===== src/rtl/core/lsd_pkg.sv =====
// shared types and constants for the lsb stego deframer
// no dependencies
`timescale 1ns / 1ps
`default_nettype none
package lsd_pkg;

	localparam int LENGTH_BITS = 32;
	localparam int BIT_CNT_W   = $clog2(LENGTH_BITS) + 1;
	localparam int BIT_IDX_W   = $clog2(LENGTH_BITS);
	localparam int CHAR_BITS   = 8;
	localparam int MAGIC_MAX   = 8;

	localparam int HDR_W       = 16;
	localparam int MLEN_W      = 4;
	localparam int MVAL_W      = 64;
	localparam int CFG_IDX_W   = 2;
	localparam int CFG_DATA_W  = 64;

	localparam logic [HDR_W-1:0]  HEADER_BYTES_RST = 16'd54;
	localparam logic [MLEN_W-1:0] MAGIC_LENGTH_RST = 4'd2;
	localparam logic [MVAL_W-1:0] MAGIC_VALUE_RST  = 64'd10787;

	localparam logic [CFG_IDX_W-1:0] CFG_HEADER_BYTES = 2'd0;
	localparam logic [CFG_IDX_W-1:0] CFG_MAGIC_LENGTH = 2'd1;
	localparam logic [CFG_IDX_W-1:0] CFG_MAGIC_VALUE  = 2'd2;

	localparam logic [2:0] FK_MAGIC   = 3'd0;
	localparam logic [2:0] FK_EXTLEN  = 3'd1;
	localparam logic [2:0] FK_EXT     = 3'd2;
	localparam logic [2:0] FK_FILELEN = 3'd3;
	localparam logic [2:0] FK_DATA    = 3'd4;

	typedef enum logic [2:0] {
		PH_HEADER  = 3'd0,
		PH_MAGIC   = 3'd1,
		PH_EXTLEN  = 3'd2,
		PH_EXT     = 3'd3,
		PH_FILELEN = 3'd4,
		PH_DATA    = 3'd5,
		PH_DONE    = 3'd6
	} phase_t;

	typedef struct packed {
		logic [2:0]  field_kind;
		logic [31:0] field_value;
		logic        magic_ok;
		logic        frame_last;
	} result_t;

endpackage
`default_nettype wire


===== src/rtl/core/lsb_stego_deframer.sv =====
// Image bytes are taken one per cycle, back to back, while item_stall is low; a result goes
// to the result register, or to the skid entry while that register is held, so the input
// keeps flowing while a result waits, and item_stall rises only when both entries are full.
// After header_bytes skipped bytes, bit 0 of each byte is gathered lsb first into 8-bit
// characters and LENGTH_BITS-bit lengths: magic characters, extension length, extension
// characters, file length and data bytes, each reported as one transaction. A restart item
// clears the frame state and keeps the configuration. The configuration port is always ready.
// depends on lsd_pkg
`timescale 1ns / 1ps
`default_nettype none
module lsb_stego_deframer (
	input  wire logic                                clk,
	input  wire logic                                arst_n,
	input  wire logic                                item_valid,
	output logic                                     item_stall,
	input  wire logic                                kind,
	input  wire logic [7:0]                          byte_in,
	output logic                                     result_valid,
	input  wire logic                                result_stall,
	output logic [2:0]                               field_kind,
	output logic [31:0]                              field_value,
	output logic                                     magic_ok,
	output logic                                     frame_last,
	input  wire logic                                cfg_valid,
	output logic                                     cfg_ready,
	input  wire logic [lsd_pkg::CFG_IDX_W-1:0]       cfg_index,
	input  wire logic [lsd_pkg::CFG_DATA_W-1:0]      cfg_data
);

	localparam int LB = lsd_pkg::LENGTH_BITS;
	localparam int BW = lsd_pkg::BIT_CNT_W;

	logic [lsd_pkg::HDR_W-1:0]  header_bytes_q;
	logic [lsd_pkg::MLEN_W-1:0] magic_length_q;
	logic [lsd_pkg::MVAL_W-1:0] magic_value_q;

	lsd_pkg::phase_t            phase_q, phase_d, ph_work;
	logic [lsd_pkg::HDR_W-1:0]  header_count_q, header_count_d;
	logic [BW-1:0]              bit_count_q, bit_count_d;
	logic [LB-1:0]              acc_q, acc_d;
	logic [LB-1:0]              item_count_q, item_count_d;
	logic [LB-1:0]              ext_len_q, ext_len_d;
	logic [LB-1:0]              pay_len_q, pay_len_d;
	logic                       magic_match_q, magic_match_d;

	logic                       out_v_q, skid_v_q;
	lsd_pkg::result_t           out_q, skid_q, res;
	logic                       res_v;

	logic                       item_acc, out_take, active, hdr_wait, done;
	logic [lsd_pkg::MLEN_W-1:0] eff_len;
	logic [BW-1:0]              width, nb;
	logic [LB-1:0]              acc_new, item_inc;
	logic [7:0]                 expect_byte;
	logic                       magic_hit;

	assign cfg_ready  = 1'b1;
	assign item_stall = skid_v_q;
	assign item_acc   = item_valid && !skid_v_q;
	assign out_take   = out_v_q && !result_stall;

	assign result_valid = out_v_q;
	assign field_kind   = out_q.field_kind;
	assign field_value  = out_q.field_value;
	assign magic_ok     = out_q.magic_ok;
	assign frame_last   = out_q.frame_last;

	always_comb begin
		eff_len = (magic_length_q > lsd_pkg::MLEN_W'(lsd_pkg::MAGIC_MAX))
			? lsd_pkg::MLEN_W'(lsd_pkg::MAGIC_MAX) : magic_length_q;
		case (phase_q)
			lsd_pkg::PH_HEADER, lsd_pkg::PH_MAGIC, lsd_pkg::PH_EXTLEN,
			lsd_pkg::PH_EXT, lsd_pkg::PH_FILELEN, lsd_pkg::PH_DATA: active = 1'b1;
			default: active = 1'b0;
		endcase
		hdr_wait = (phase_q == lsd_pkg::PH_HEADER) && (header_count_q < header_bytes_q);
		if (phase_q == lsd_pkg::PH_HEADER) begin
			ph_work = (eff_len != '0) ? lsd_pkg::PH_MAGIC : lsd_pkg::PH_EXTLEN;
		end else begin
			ph_work = phase_q;
		end
		width = (ph_work == lsd_pkg::PH_EXTLEN || ph_work == lsd_pkg::PH_FILELEN)
			? BW'(LB) : BW'(lsd_pkg::CHAR_BITS);
		acc_new     = acc_q | (LB'(byte_in[0]) << bit_count_q[lsd_pkg::BIT_IDX_W-1:0]);
		nb          = bit_count_q + BW'(1);
		done        = (nb >= width);
		item_inc    = item_count_q + LB'(1);
		expect_byte = magic_value_q[8*item_count_q[2:0] +: 8];
		magic_hit   = (acc_new == LB'(expect_byte));

		phase_d        = phase_q;
		header_count_d = header_count_q;
		bit_count_d    = bit_count_q;
		acc_d          = acc_q;
		item_count_d   = item_count_q;
		ext_len_d      = ext_len_q;
		pay_len_d      = pay_len_q;
		magic_match_d  = magic_match_q;
		res_v          = 1'b0;
		res.field_kind  = lsd_pkg::FK_DATA;
		res.field_value = 32'(acc_new);
		res.magic_ok    = 1'b0;
		res.frame_last  = 1'b0;

		if (item_acc) begin
			if (kind) begin
				phase_d        = lsd_pkg::PH_HEADER;
				header_count_d = '0;
				bit_count_d    = '0;
				acc_d          = '0;
				item_count_d   = '0;
				ext_len_d      = '0;
				pay_len_d      = '0;
				magic_match_d  = 1'b1;
			end else if (active && hdr_wait) begin
				header_count_d = header_count_q + lsd_pkg::HDR_W'(1);
			end else if (active) begin
				phase_d = ph_work;
				if (!done) begin
					bit_count_d = nb;
					acc_d       = acc_new;
				end else begin
					bit_count_d = '0;
					acc_d       = '0;
					res_v       = 1'b1;
					case (ph_work)
						lsd_pkg::PH_MAGIC: begin
							res.field_kind = lsd_pkg::FK_MAGIC;
							if (!magic_hit) magic_match_d = 1'b0;
							item_count_d = item_inc;
							if (item_inc >= LB'(eff_len)) begin
								res.magic_ok = magic_match_q && magic_hit;
								phase_d      = lsd_pkg::PH_EXTLEN;
								item_count_d = '0;
							end
						end
						lsd_pkg::PH_EXTLEN: begin
							res.field_kind = lsd_pkg::FK_EXTLEN;
							ext_len_d      = acc_new;
							item_count_d   = '0;
							phase_d = (acc_new != '0) ? lsd_pkg::PH_EXT : lsd_pkg::PH_FILELEN;
						end
						lsd_pkg::PH_EXT: begin
							res.field_kind = lsd_pkg::FK_EXT;
							item_count_d   = item_inc;
							if (item_inc >= ext_len_q) begin
								phase_d      = lsd_pkg::PH_FILELEN;
								item_count_d = '0;
							end
						end
						lsd_pkg::PH_FILELEN: begin
							res.field_kind = lsd_pkg::FK_FILELEN;
							pay_len_d      = acc_new;
							item_count_d   = '0;
							if (acc_new != '0) begin
								phase_d = lsd_pkg::PH_DATA;
							end else begin
								phase_d        = lsd_pkg::PH_DONE;
								res.frame_last = 1'b1;
							end
						end
						default: begin
							res.field_kind = lsd_pkg::FK_DATA;
							item_count_d   = item_inc;
							if (item_inc >= pay_len_q) begin
								phase_d        = lsd_pkg::PH_DONE;
								res.frame_last = 1'b1;
							end
						end
					endcase
				end
			end
		end
	end

	always_ff @(posedge clk or negedge arst_n) begin
		if (!arst_n) begin
			header_bytes_q <= lsd_pkg::HEADER_BYTES_RST;
			magic_length_q <= lsd_pkg::MAGIC_LENGTH_RST;
			magic_value_q  <= lsd_pkg::MAGIC_VALUE_RST;
		end else if (cfg_valid && cfg_ready) begin
			case (cfg_index)
				lsd_pkg::CFG_HEADER_BYTES: header_bytes_q <= cfg_data[lsd_pkg::HDR_W-1:0];
				lsd_pkg::CFG_MAGIC_LENGTH: magic_length_q <= cfg_data[lsd_pkg::MLEN_W-1:0];
				lsd_pkg::CFG_MAGIC_VALUE:  magic_value_q  <= cfg_data[lsd_pkg::MVAL_W-1:0];
				default: ;
			endcase
		end
	end

	always_ff @(posedge clk or negedge arst_n) begin
		if (!arst_n) begin
			phase_q        <= lsd_pkg::PH_HEADER;
			header_count_q <= '0;
			bit_count_q    <= '0;
			acc_q          <= '0;
			item_count_q   <= '0;
			ext_len_q      <= '0;
			pay_len_q      <= '0;
			magic_match_q  <= 1'b1;
		end else begin
			phase_q        <= phase_d;
			header_count_q <= header_count_d;
			bit_count_q    <= bit_count_d;
			acc_q          <= acc_d;
			item_count_q   <= item_count_d;
			ext_len_q      <= ext_len_d;
			pay_len_q      <= pay_len_d;
			magic_match_q  <= magic_match_d;
		end
	end

	// output register with skid entry
	always_ff @(posedge clk or negedge arst_n) begin
		if (!arst_n) begin
			out_v_q  <= 1'b0;
			skid_v_q <= 1'b0;
		end else if (out_take || !out_v_q) begin
			out_v_q  <= skid_v_q || res_v;
			skid_v_q <= 1'b0;
		end else if (res_v) begin
			skid_v_q <= 1'b1;
		end
	end

	always_ff @(posedge clk) begin
		if (out_take || !out_v_q) begin
			out_q <= skid_v_q ? skid_q : res;
		end else if (res_v) begin
			skid_q <= res;
		end
	end

endmodule
`default_nettype wire

===== config.mk =====
export PLATFORM = sky130hd
export DESIGN_NAME = lsb_stego_deframer
export DESIGN_NICKNAME = d
export VERILOG_FILES = /design/src/rtl/core/lsd_pkg.sv /design/src/rtl/core/lsb_stego_deframer.sv
export SDC_FILE = /design/constraint.sdc
export NUM_CORES = 1
export LEC_CHECK = 0
export BUFFER_PORTS_ARGS = -buffer_cell sky130_fd_sc_hd__buf_4
export CAP_MARGIN = 5
export CORE_UTILIZATION = 37
export CTS_BUF_LIST = sky130_fd_sc_hd__clkbuf_8
export CTS_CLUSTER_SIZE = 14
export DETAILED_ROUTE_END_ITERATION = 12
export RECOVER_POWER = 50
export SETUP_SLACK_MARGIN = 0.02
export SLEW_MARGIN = 20
export SYNTH_ARGS = -nofsm -noshare
export SYNTH_HDL_FRONTEND = slang
export SYNTH_SLANG_ARGS = --single-unit

===== constraint.sdc =====
create_clock -name clk -period 12.65 [get_ports clk]
set_input_delay 2.53 -clock clk [delete_from_list [all_inputs] [get_ports clk]]
set_output_delay 2.53 -clock clk [all_outputs]
set_load 0.01 [all_outputs]

Yosys cells after proc, flatten, opt, wreduce, memory -nomap -nowiden:

Index checks and enable logic that the tools add are counted.

* bitwise logic cells: 2
* reduce and logical (&&, ||, !) cells: 35
* multiplexer cells: 72
* shifts and indexed selects: 2
* magnitude comparators: 6
* add/sub/neg operators: 3
* eq/ne operators: 14

Operators with widths (count)
* 32-bit 2-to-1 mux: 20
* 32-bit case mux with 3 select lines: 1
* 32-bit >= comparator: 2
* 64-bit by 7-bit variable part select with 8-bit output: 1
* 3-bit 2-to-1 mux: 14
* 37-bit 2-to-1 mux: 1
* 32-bit by 1-bit adder with 32-bit output, second input constant: 1
* 32-bit by 8-bit equality test with 1-bit output: 1
* 32-bit by 4-bit >= comparator with 1-bit output: 1
* 16-bit 2-to-1 mux: 2
* 32-bit bitwise OR: 1
* 32-bit nonzero test: 1
* 1-bit by 5-bit left shift with 32-bit output: 1
* 6-bit 2-to-1 mux: 5
* 3-bit case mux with 4 select lines: 2
* 1-bit 2-to-1 mux: 18
* 16-bit by 1-bit adder with 16-bit output, second input constant: 1
* 16-bit less-than comparator: 1
* 2-bit 2-to-1 mux: 7
* 2-bit nonzero test: 7
* 3-bit by 2-bit equality test with 1-bit output, second input constant: 4
* 2-bit AND reduction: 5
* 5-bit AND reduction: 2
* 3-bit equality test, second input constant: 3
* other kinds (22): 32

* register bits: 314
* bits of input ports: 80

Longest topological paths before layout:

Gate-level depths: netlist of run 1.

* depth in word-level cells: 16
* mapped depth: 20
* mapped depth without buffers: 18

Worst setup path before layout of run 1:

No wires, ideal clock.

* kind: input to register
* from: input port result_stall
* to: register skid_q[0] (netlist name) (enable)
* slack: 7.144 ns
* buffers on the path: 0
* data arrival time: 5.075 ns
* stages: 2
* library setup time: 0.431 ns
* required time: 12.219 ns
* path through: nand2_1 nor2_1

* cells in the longest elaborated chain, start to end: 5

RTL lines
* from (decl): line lsb_stego_deframer.sv:19 `input wire logic result_stall,`
* 1-bit logical NOT: line lsb_stego_deframer.sv:60 `assign out_take = out_v_q && !result_stall;`
* 1-bit logical AND: line lsb_stego_deframer.sv:60
* 1-bit logical OR: line lsb_stego_deframer.sv:227 `if (out_take || !out_v_q) begin`
* 1-bit NOT (no line)
* 2-bit AND reduction (no line)
* to (signal assigned): line lsb_stego_deframer.sv:230 `skid_q <= res;`
* to (decl): line lsb_stego_deframer.sv:47 `lsd_pkg::result_t out_q, skid_q, res;`

Every way passes these cells.
A chain may end at the register's enable or synchronous reset.

==> results of run 1 <==
-- report_power, final --
part           total (mW)  internal (mW)  switching [mW]
Sequential           1.21           1.13          0.0772
Combinational       0.736          0.317           0.419
Clock               0.929          0.510           0.419
-- sequential cells by signal, summed over array words and instances (netlist names), 6 cells and up --
name / count
magic_value_q: 64
skid_q: 37
acc_q: 32
ext_len_q: 32
field_value: 32
item_count_q: 32
pay_len_q: 32
header_bytes_q: 16
header_count_q: 16
bit_count_q: 6
-- path summary, 6_finish.rpt --
path | startpoint | endpoint | slack [ns] | cells after the start
worst max register to register | item_count_q[1] | item_count_q[0] | 6.51 | 18
min in group asynchronous | arst_n | acc_q[29] | 4.02 | 1
worst max-delay path | arst_n | item_count_q[3] | 5.32 | 1
worst min-delay path | magic_match_q | magic_match_q | 0.48 | 2
max in group clk | item_count_q[1] | item_count_q[0] | 6.51 | 18
worst min register to register | magic_match_q | magic_match_q | 0.48 | 2
-- synth_stat cells (all sizes together), types with 14 or more instances --
library cell,instances,area [um2]
nand4,31,215
nor2,107,424
buf,35,210
o21ai,69,349
clkbuf,58,219
ha,87,1090
nand2,133,499
nor4,16,136
xnor2,29,273
nand2b,23,144
a21o,21,158
dfrtp,228,5710
a21oi,66,330
nand3,32,165
o41ai,32,280
edfxtp,74,2220
nor3,25,130
mux4,16,360
xor2,21,184
mux2,168,1890
inv,120,450
and3,16,100
a22o,14,123
-- metrics by stage --
| step | power (mW) | utilization |
|---|---|---|
| floorplan | 1.74 | - |
| global placement | 1.95 | 0.404 |
| detailed placement | 1.97 | 0.404 |
| CTS | 2.91 | 0.428 |
| global route | 3.04 | 0.428 |
| finish | 2.88 | 0.428 |
-- metal layers --
| metal | global-route usage | vias up |
|---|---|---|
| met1 | 0.234 | 5974 |
| met2 | 0.288 | 306 |
| met3 | 0.0385 | 79 |
| met5 | 0 | - |
| li1 | - | 5768 |
| met4 | 0.0617 | 2 |
-- kinds of logic after synthesis --
kind of cell / synth area share
other: 0.000220
AOI/OAI and AO/OA: 0.101
adders and majority gates: 0.0639
DFF: 0.484
xor gates and xnor gates: 0.0268
buffers and inverters: 0.0516
muxes: 0.139
and+or+nand+nor: 0.133
-- layout make-up --
cell class              count  area [um2]  share of cell area
flip-flops and latches    314        8240               0.425
multi-input cells        1035        7930               0.408
repair buffers            127         947              0.0488
clock buffers              66         908              0.0468
well taps                 600         751              0.0387
inverters                 120         450              0.0232
clock inverters            28         179             0.00922
diodes                      1        2.50            0.000129
==> run metrics, run 1 <==
fin cells=2291; cell area power density=148 nW/um2; Critical Path RT=11.94 ns; critical path's top delay family=buffers and inverters; WL final=41000 um; via density per instance=around 5.3; GPL Wtd Cong=0.866; vias in the first global route=between 10000 and 15000; clk_skew=around 0.023 ns; Hold-fix buffers, CTS=0; wl on met1=18100 um; startpoint types=primary input; Critical Path End Type=async pin; Area growth syn-to-layout=14.0%; clk_lat worst skew=0.60 ns; synthesis-stage register bit count=314; Cell variety after synth=84; starting density of the core=0.375; GRT Util Overall=0.178; Worst VDD drop=0.0000890 V; GRT Residual Overflow=0; register area share after synthesis=0.484; layout cells sized above 1=0.255; fmax=between 100 and 150 MHz; CTS clk-pin slew, worst paths=0.06 ns; failing checks=max-capacitance violations, max-slew violations; Placed Cells=between 2000 and 2500; Fin. Hold Viols=0; I/O Pins=between 100 and 150; slowest stage cell, crit path=clkbuf_1; fin area=19400 um2; vias=12100; RSZ-0062 raised after global routing=no; # rows=78; First-pass DRT Iterations=5; DRC=0; Arr. time, crit path=between 6 and 7 ns; Worst Setup Slack, final=5.32 ns; relative slew slack=-2.86; largest net degree at the start of global routing=109; Synth warnings=0; Post-synth EDFFs=74; Clock Sinks=roughly 310; dominant synthesized flop cell=dfrtp_1; Final TNS setup=0 ns; postcts setup bufs=0; cts bufs inserted=51; Hold WS=~0.48 ns; worst-case clock buffer depth=3; Post-Syn Instances=1562; final setup fails=0; Synthesized Nets=1729; Final ANT Viol Nets=0; ys async rst share=0.764; crit path kind=primary input to async pin; Die X=217 um; HPWL Detailed=29300 um; Max Cap Violations=3; nets@finish=about 1800; syn avg cell area=roughly 11 um2; Synth Cell Area=17000 um2; Final period util=0.580; H-tree depth=2; fill count=roughly 4400; WL met2=19400 um; outcome=finished, violations left; Crit Path Max Fanout=108; Die H=217 um; uppermost layer routed=met5; dpl ws=approximately 6.5 ns; Hold WC Path Type=flop to flop; Cell Area, Placed=approximately 18000 um2; Critical Path, Cell by Cell=clkbuf_1; core area=45400 um2; # port buffers=111; Slew @ Worst Pin=5.79 ns; commonest non-fill, non-tap cells in the layout=dfrtp_1, mux2_2, nand2_1, inv_1, buf_4; die area=46900 um2; Leakage=8.89 nW; CP max stage delay=about 3.9 ns; post-CTS sizing=0; WL met3=~2300 um; CTS tree=built; first-pass GRT wire length=approximately 67000 um; commonest non-fill, non-tap cell in the layout=dfrtp_1; antenna violations before repair=2; DRT iter0 DRCs=about 1000; clk root buf=clkbuf_8; Slew Viols, Final=215; DR WL/cell=17.9 um; Worst Path Buf+Inv=1; Final min period=roughly 7.3 ns
Power figures use the tool's default switching activity.
==> inputs of run 2 (changes only) <==
==> constraint.sdc (replaced) <==
create_clock -name clk -period 6.9 [get_ports clk]
set_input_delay 1.38 -clock clk [delete_from_list [all_inputs] [get_ports clk]]
set_output_delay 1.38 -clock clk [all_outputs]
set_load 0.01 [all_outputs]
==> run 2 against run 1 <==
  * Worst setup slack worse by 4.3 ns
  * The run still ends with max-capacitance violations, max-slew violations left
  * Critical path depth up 18
  * Clock skew up 0.0097 ns
  * Global-route usage grew 0.13 points
  * Wire length rose by 1.6%
  * Critical path type is now flop to flop
  * Highest routed layer is now met4
  * Final cell count is 0.35% higher
  * Core utilization down 0.12 points
  * Via count increased by 1.2%
  * Total power increased by 80%
==> run metrics, run 2 (synthesis results as in run 1) <==
GRT Residual Overflow=0; Fin. Hold Viols=0; P_int=3.49 mW; critical path's top delay family=simple AND/OR/NAND/NOR gates; Slew Viols, Final=slightly below 200; worst-case clock buffer depth=3; die area=46900 um2; HPWL Detailed=29300 um; layout cells sized above 1=0.246; Storage cell area=8240 um2; Clock Sinks=314; # port buffers=about 110; Die H=217 um; slowest stage cell, crit path=o31ai_4; antenna violations before repair=2; starting density of the core=0.375; fill count=roughly 4400; Multi-input gate area=7920 um2; Arr. time, crit path=6.37 ns; dpl ws=1.03 ns; CTS tree=built; DRT iter0 DRCs=roughly 870; proportion of power drawn by the clock network=0.307; Crit Path Max Fanout=20; Critical Path RT=7.39 ns; Net Sw Frac=0.325; Final TNS setup=0 ns; clk_lat worst skew=0.62 ns; Final ANT Viol Nets=0; cell area power density=between 200 and 300 nW/um2; first-pass GRT wire length=roughly 67000 um; vias=about 12000; Reg2Reg Depth=19; largest net degree at the start of global routing=153; Worst path depth=19; Final min period=a little under 6 ns; DRC=0; Hold WC Path Type=flop to flop; Regs by FF count=magic_value_q: 64 flops, skid_q: 37 flops; CP max stage delay=0.67 ns; nets@finish=1822; core area=45400 um2; clk_skew=0.0328 ns; Comb pwr share=0.266; commonest non-fill, non-tap cells in the layout=dfrtp_1, mux2_2, inv_1, nand2_1, buf_4; Flop pwr share=0.427; Area growth syn-to-layout=13.6%; Critical Path End Type=flop; First-pass DRT Iterations=5; cts bufs inserted=51; Min-Delay Path Depth=2; Die X=217 um; Max Cap Violations=3; H-tree depth=2; Hold-fix buffers, CTS=0; RSZ-0062 raised after global routing=no; vias in the first global route=between 10000 and 15000; fmax=approximately 170 MHz; post-CTS sizing=0; postcts setup bufs=0; final setup fails=0; net switching power figure=1.68 mW; fin cells=between 2000 and 2500; relative slew slack=-2.49; WL final=41600 um; Worst Setup Slack, final=1.02 ns; outcome=finished, violations left; crit path kind=flop to flop; DR WL/cell=18.1 um; GRT Util Overall=0.179; Critical Path, Cell by Cell=buf_4 > ha_1 > and4_1 > nand4_1 > nor3_1 > nand3_1 > xnor2_1 > ha_1 > nand4_1 > nor3_1 > and4_1 > o2111ai_1 > a21oi_1 > a211o_1 > nor2_1 > o31ai_4 > buf_4 > o21ai_0 > a22o_1; via density per instance=5.34; commonest non-fill, non-tap cell in the layout=dfrtp_1; I/O Pins=120; Final period util=0.853; Slew @ Worst Pin=around 5.2 ns; Worst VDD drop=0.000133 V; Placed Cells=2202; Leakage=8.92 nW; Largest register FFs=64; Worst Path Buf+Inv=2; GPL Wtd Cong=around 0.87; CTS clk-pin slew, worst paths=roughly 0.06 ns; startpoint types=flop; clk root buf=clkbuf_8; largest reg by FF count=magic_value_q; failing checks=max-capacitance violations, max-slew violations; # rows=78
-- run 2: cell type report --
| type | instances | area share |
|---|---|---|
| inverters | 120 | 0.0233 |
| well taps | 600 | 0.0388 |
| clock buffers | 59 | 0.0420 |
| clock inverters | 36 | 0.00931 |
| diodes | 2 | 0.000259 |
| flip-flops and latches | 314 | 0.426 |
| repair buffers | 133 | 0.0513 |
| multi-input cells | 1035 | 0.409 |
-- run 2: stage by stage --
stage | power (mW) | area (um2) | hold slack (ns) | utilization
finish | 5.17 | 19400 | 0.480 | 0.426
global route | 5.46 | 19400 | 0.499 | 0.426
CTS | 5.22 | 19400 | 0.478 | 0.427
detailed placement | 3.62 | 18400 | 0.461 | 0.405
global placement | 3.58 | 18400 | 0.456 | 0.405
floorplan | 3.19 | 17000 | 0.444 | -
-- run 2: power groups by stage --
stage	clock (mW)	sequential, mW	combinational (mW)
finish	1.58	2.21	1.38
global route	1.71	2.23	1.51
CTS	1.63	2.21	1.38
detailed placement	0	2.24	1.38
global placement	0	2.23	1.35
floorplan	0	2.18	1.01
-- run 2: worst paths after layout --
path	start	to	slack (ns)
max reg2reg	item_count_q[1]	item_count_q[15]	1.02
min	acc_q[1]	acc_q[1]	0.48
max	item_count_q[1]	item_count_q[15]	1.02
min in group asynchronous	arst_n	bit_count_q[1]	2.67
min reg2reg	acc_q[1]	acc_q[1]	0.48
max in group asynchronous	arst_n	item_count_q[23]	1.29
-- run 2: worst reg2reg max path, delay by kind of cell, from the launching register on --
family,cells,cell delay [ns]
simple gates,8,2.36
xor+xnor,1,0.20
buf+inv,2,0.64
flops,1,0.32
fa+ha+maj,2,0.70
compound gates,6,1.54
-- run 2: metal layers --
metal	routed length, um	up-vias	track usage
li1	-	5777	-
met1	18500	6079	0.242
met2	19500	346	0.286
met3	2470	73	0.0330
met4	1160	0	0.0648
met5	0	-	0
==> inputs of run 3 (changes only) <==
==> constraint.sdc (replaced) <==
create_clock -name clk -period 6.9 [get_ports clk]
set_input_delay 0.69 -clock clk [delete_from_list [all_inputs] [get_ports clk]]
set_output_delay 0.69 -clock clk [all_outputs]
set_load 0.01 [all_outputs]
==> run 3 against run 2 <==
  * The run still ends with max-capacitance violations, max-slew violations left
  * Largest power group unchanged
  * Sequential share of layout area is 0.058 points higher
  * Maximum frequency is 0.23% lower
  * Highest routed layer unchanged
  * Wire length is 1.3% lower
  * Final cell count is 0.22% lower
==> run metrics, run 3 (synthesis results as in run 1) <==
outcome=finished, violations left; failing checks=max-capacitance violations, max-slew violations; RSZ-0062 raised after global routing=no; CTS tree=built; met2 usage=0.289; Hold-fix buffers, CTS=0; clk_skew=approximately 0.016 ns; Die X=around 220 um; GRT Residual Overflow=0; largest net degree at the start of global routing=98; Arr. time, crit path=6.38 ns; Min-Delay Path Depth=2; Critical Path End Type=flop; post-CTS sizing=0; CP max stage delay=0.67 ns; layout cells sized above 1=0.236; Slew Viols, Final=approximately 200; met3 Usage GRT=0.0348; core area=~45000 um2; vias in the first global route=about 12000; commonest non-fill, non-tap cells in the layout=dfrtp_1, mux2_2, inv_1, nand2_1, nor2_1; clk root buf=clkbuf_8; DRT iter0 DRCs=853; hold_sp=cfg_data[22]; Reg2Reg Depth=19; startpoint types=flop; Worst R2R Start=item_count_q[1]; via density per instance=5.28; starting density of the core=0.375; Final period util=0.855; Leakage=8.80 nW; Critical Path RT=between 7 and 8 ns; WL final=41100 um; # port buffers=111; Final ANT Viol Nets=0; Slew @ Worst Pin=5.54 ns; Worst Hold End=magic_value_q[22]; antenna violations before repair=1; final setup fails=0; DRC=0; cell area power density=272 nW/um2; First-pass DRT Iterations=7; commonest non-fill, non-tap cell in the layout=dfrtp_1; relative slew slack=-2.69; first-pass GRT wire length=67000 um; Final min period=5.90 ns; HPWL Detailed=29300 um; largest reg by FF count=magic_value_q; Largest register FFs=64; fmax=170 MHz; fill count=4391; crit path kind=flop to flop; grt peak-use layer=met2; RR Endpoint=item_count_q[15]; critical path's top delay family=simple AND/OR/NAND/NOR gates; die area=between 40000 and 50000 um2; DR WL/cell=17.9 um; Worst Setup Slack, final=approximately 1 ns; # rows=78; GRT Util Overall=0.179; I/O Pins=120; Fin. Hold Viols=0; slowest stage cell, crit path=o31ai_4; vias=12100; Max Cap Violations=3; Die H=217 um; Clock Sinks=314; Regs by FF count=magic_value_q: 64 flops, skid_q: 37 flops; Crit Path Max Fanout=20; dpl ws=1.08 ns; postcts setup bufs=0; CTS clk-pin slew, worst paths=0.06 ns; nets@finish=1820; Critical Path, Cell by Cell=buf_4 > ha_1 > and4_1 > nand4_1 > nor3_1 > nand3_1 > xnor2_1 > ha_1 > nand4_1 > nor3_1 > and4_1 > o2111ai_1 > a21oi_1 > a211o_1 > nor2_1 > o31ai_4 > buf_4 > o21ai_0 > a22o_1; Overall Power=5.25 mW; Hold WC Path Type=primary input to flop; Worst Path Buf+Inv=2; worst-case clock buffer depth=3; met1 global-route usage=0.241; Area growth syn-to-layout=13.5%; cts bufs inserted=50; R2R setup slack=around 1.0 ns; Worst VDD drop=0.000162 V; Final TNS setup=0 ns; GPL Wtd Cong=0.880; clk_lat worst skew=0.60 ns; H-tree depth=2
[run 3: layer usage]
| metal | wire, um | share of wire | vias to the layer above |
|---|---|---|---|
| li1 | - | - | 5774 |
| met1 | 18600 | 0.45 | 5962 |
| met2 | 19200 | 0.47 | 310 |
| met3 | 2260 | 0.055 | 66 |
| met4 | 1040 | 0.025 | 0 |
| met5 | 0 | 0 | - |
[run 3: worst register-to-register path: stages, from the launching register on]
cell and delay, ns:
dfrtp_1 0.32, buf_4 0.29, ha_1 0.37, and4_1 0.41, nand4_1 0.30, nor3_1 0.57, nand3_1 0.16, xnor2_1 0.21
ha_1 0.33, nand4_1 0.14, nor3_1 0.40, and4_1 0.29, o2111ai_1 0.12, a21oi_1 0.20, a211o_1 0.22, nor2_1 0.11
o31ai_4 0.67, buf_4 0.36, o21ai_0 0.12, a22o_1 0.20
[run 3: worst max path at each step]
stage | startpoint | end | slack, ns | depth (start not counted)
after floorplan | magic_length_q[3] | skid_q[0] | 2.34 | 13
after global placement | item_count_q[1] | item_count_q[9] | 1.22 | 19
after detailed placement | item_count_q[1] | item_count_q[15] | 1.08 | 19
after CTS | item_count_q[1] | item_count_q[15] | 1.03 | 19
after global routing | arst_n | ext_len_q[31] | 0.23 | 2
final | item_count_q[1] | item_count_q[15] | 1.00 | 19
[run 3: area by class of cell]
cell class,count,area [um2],share of cell area
Multi-Input combinational cell,1035,7920,0.410
Clock inverter,26,170,0.00880
Timing Repair Buffer,132,880,0.0455
Tap cell,600,751,0.0388
Sequential cell,314,8240,0.426
Antenna cell,1,2.50,0.000129
Clock buffer,66,908,0.0470
Inverter,120,450,0.0233
[run 3: stage by stage]
| stage | hold slack, ns | utilization | cells | cell area, um2 |
|---|---|---|---|---|
| 6_report | 0.322 | 0.426 | 2294 | 19300 |
| 5_1_grt | 0.287 | 0.426 | 2294 | 19300 |
| 4_1_cts | 0.125 | 0.429 | 2293 | 19500 |
| 3_5_place_dp | 0.462 | 0.405 | 2201 | 18400 |
| 3_3_place_gp | 0.456 | 0.405 | 2200 | 18400 |
| 2_1_floorplan | 0.394 | - | 1562 | 17000 |
[run 3: power breakdown]
part | internal [mW] | switching (mW)
Combinational | 0.577 | 0.779
Clock | 0.932 | 0.767
Sequential | 2.08 | 0.121
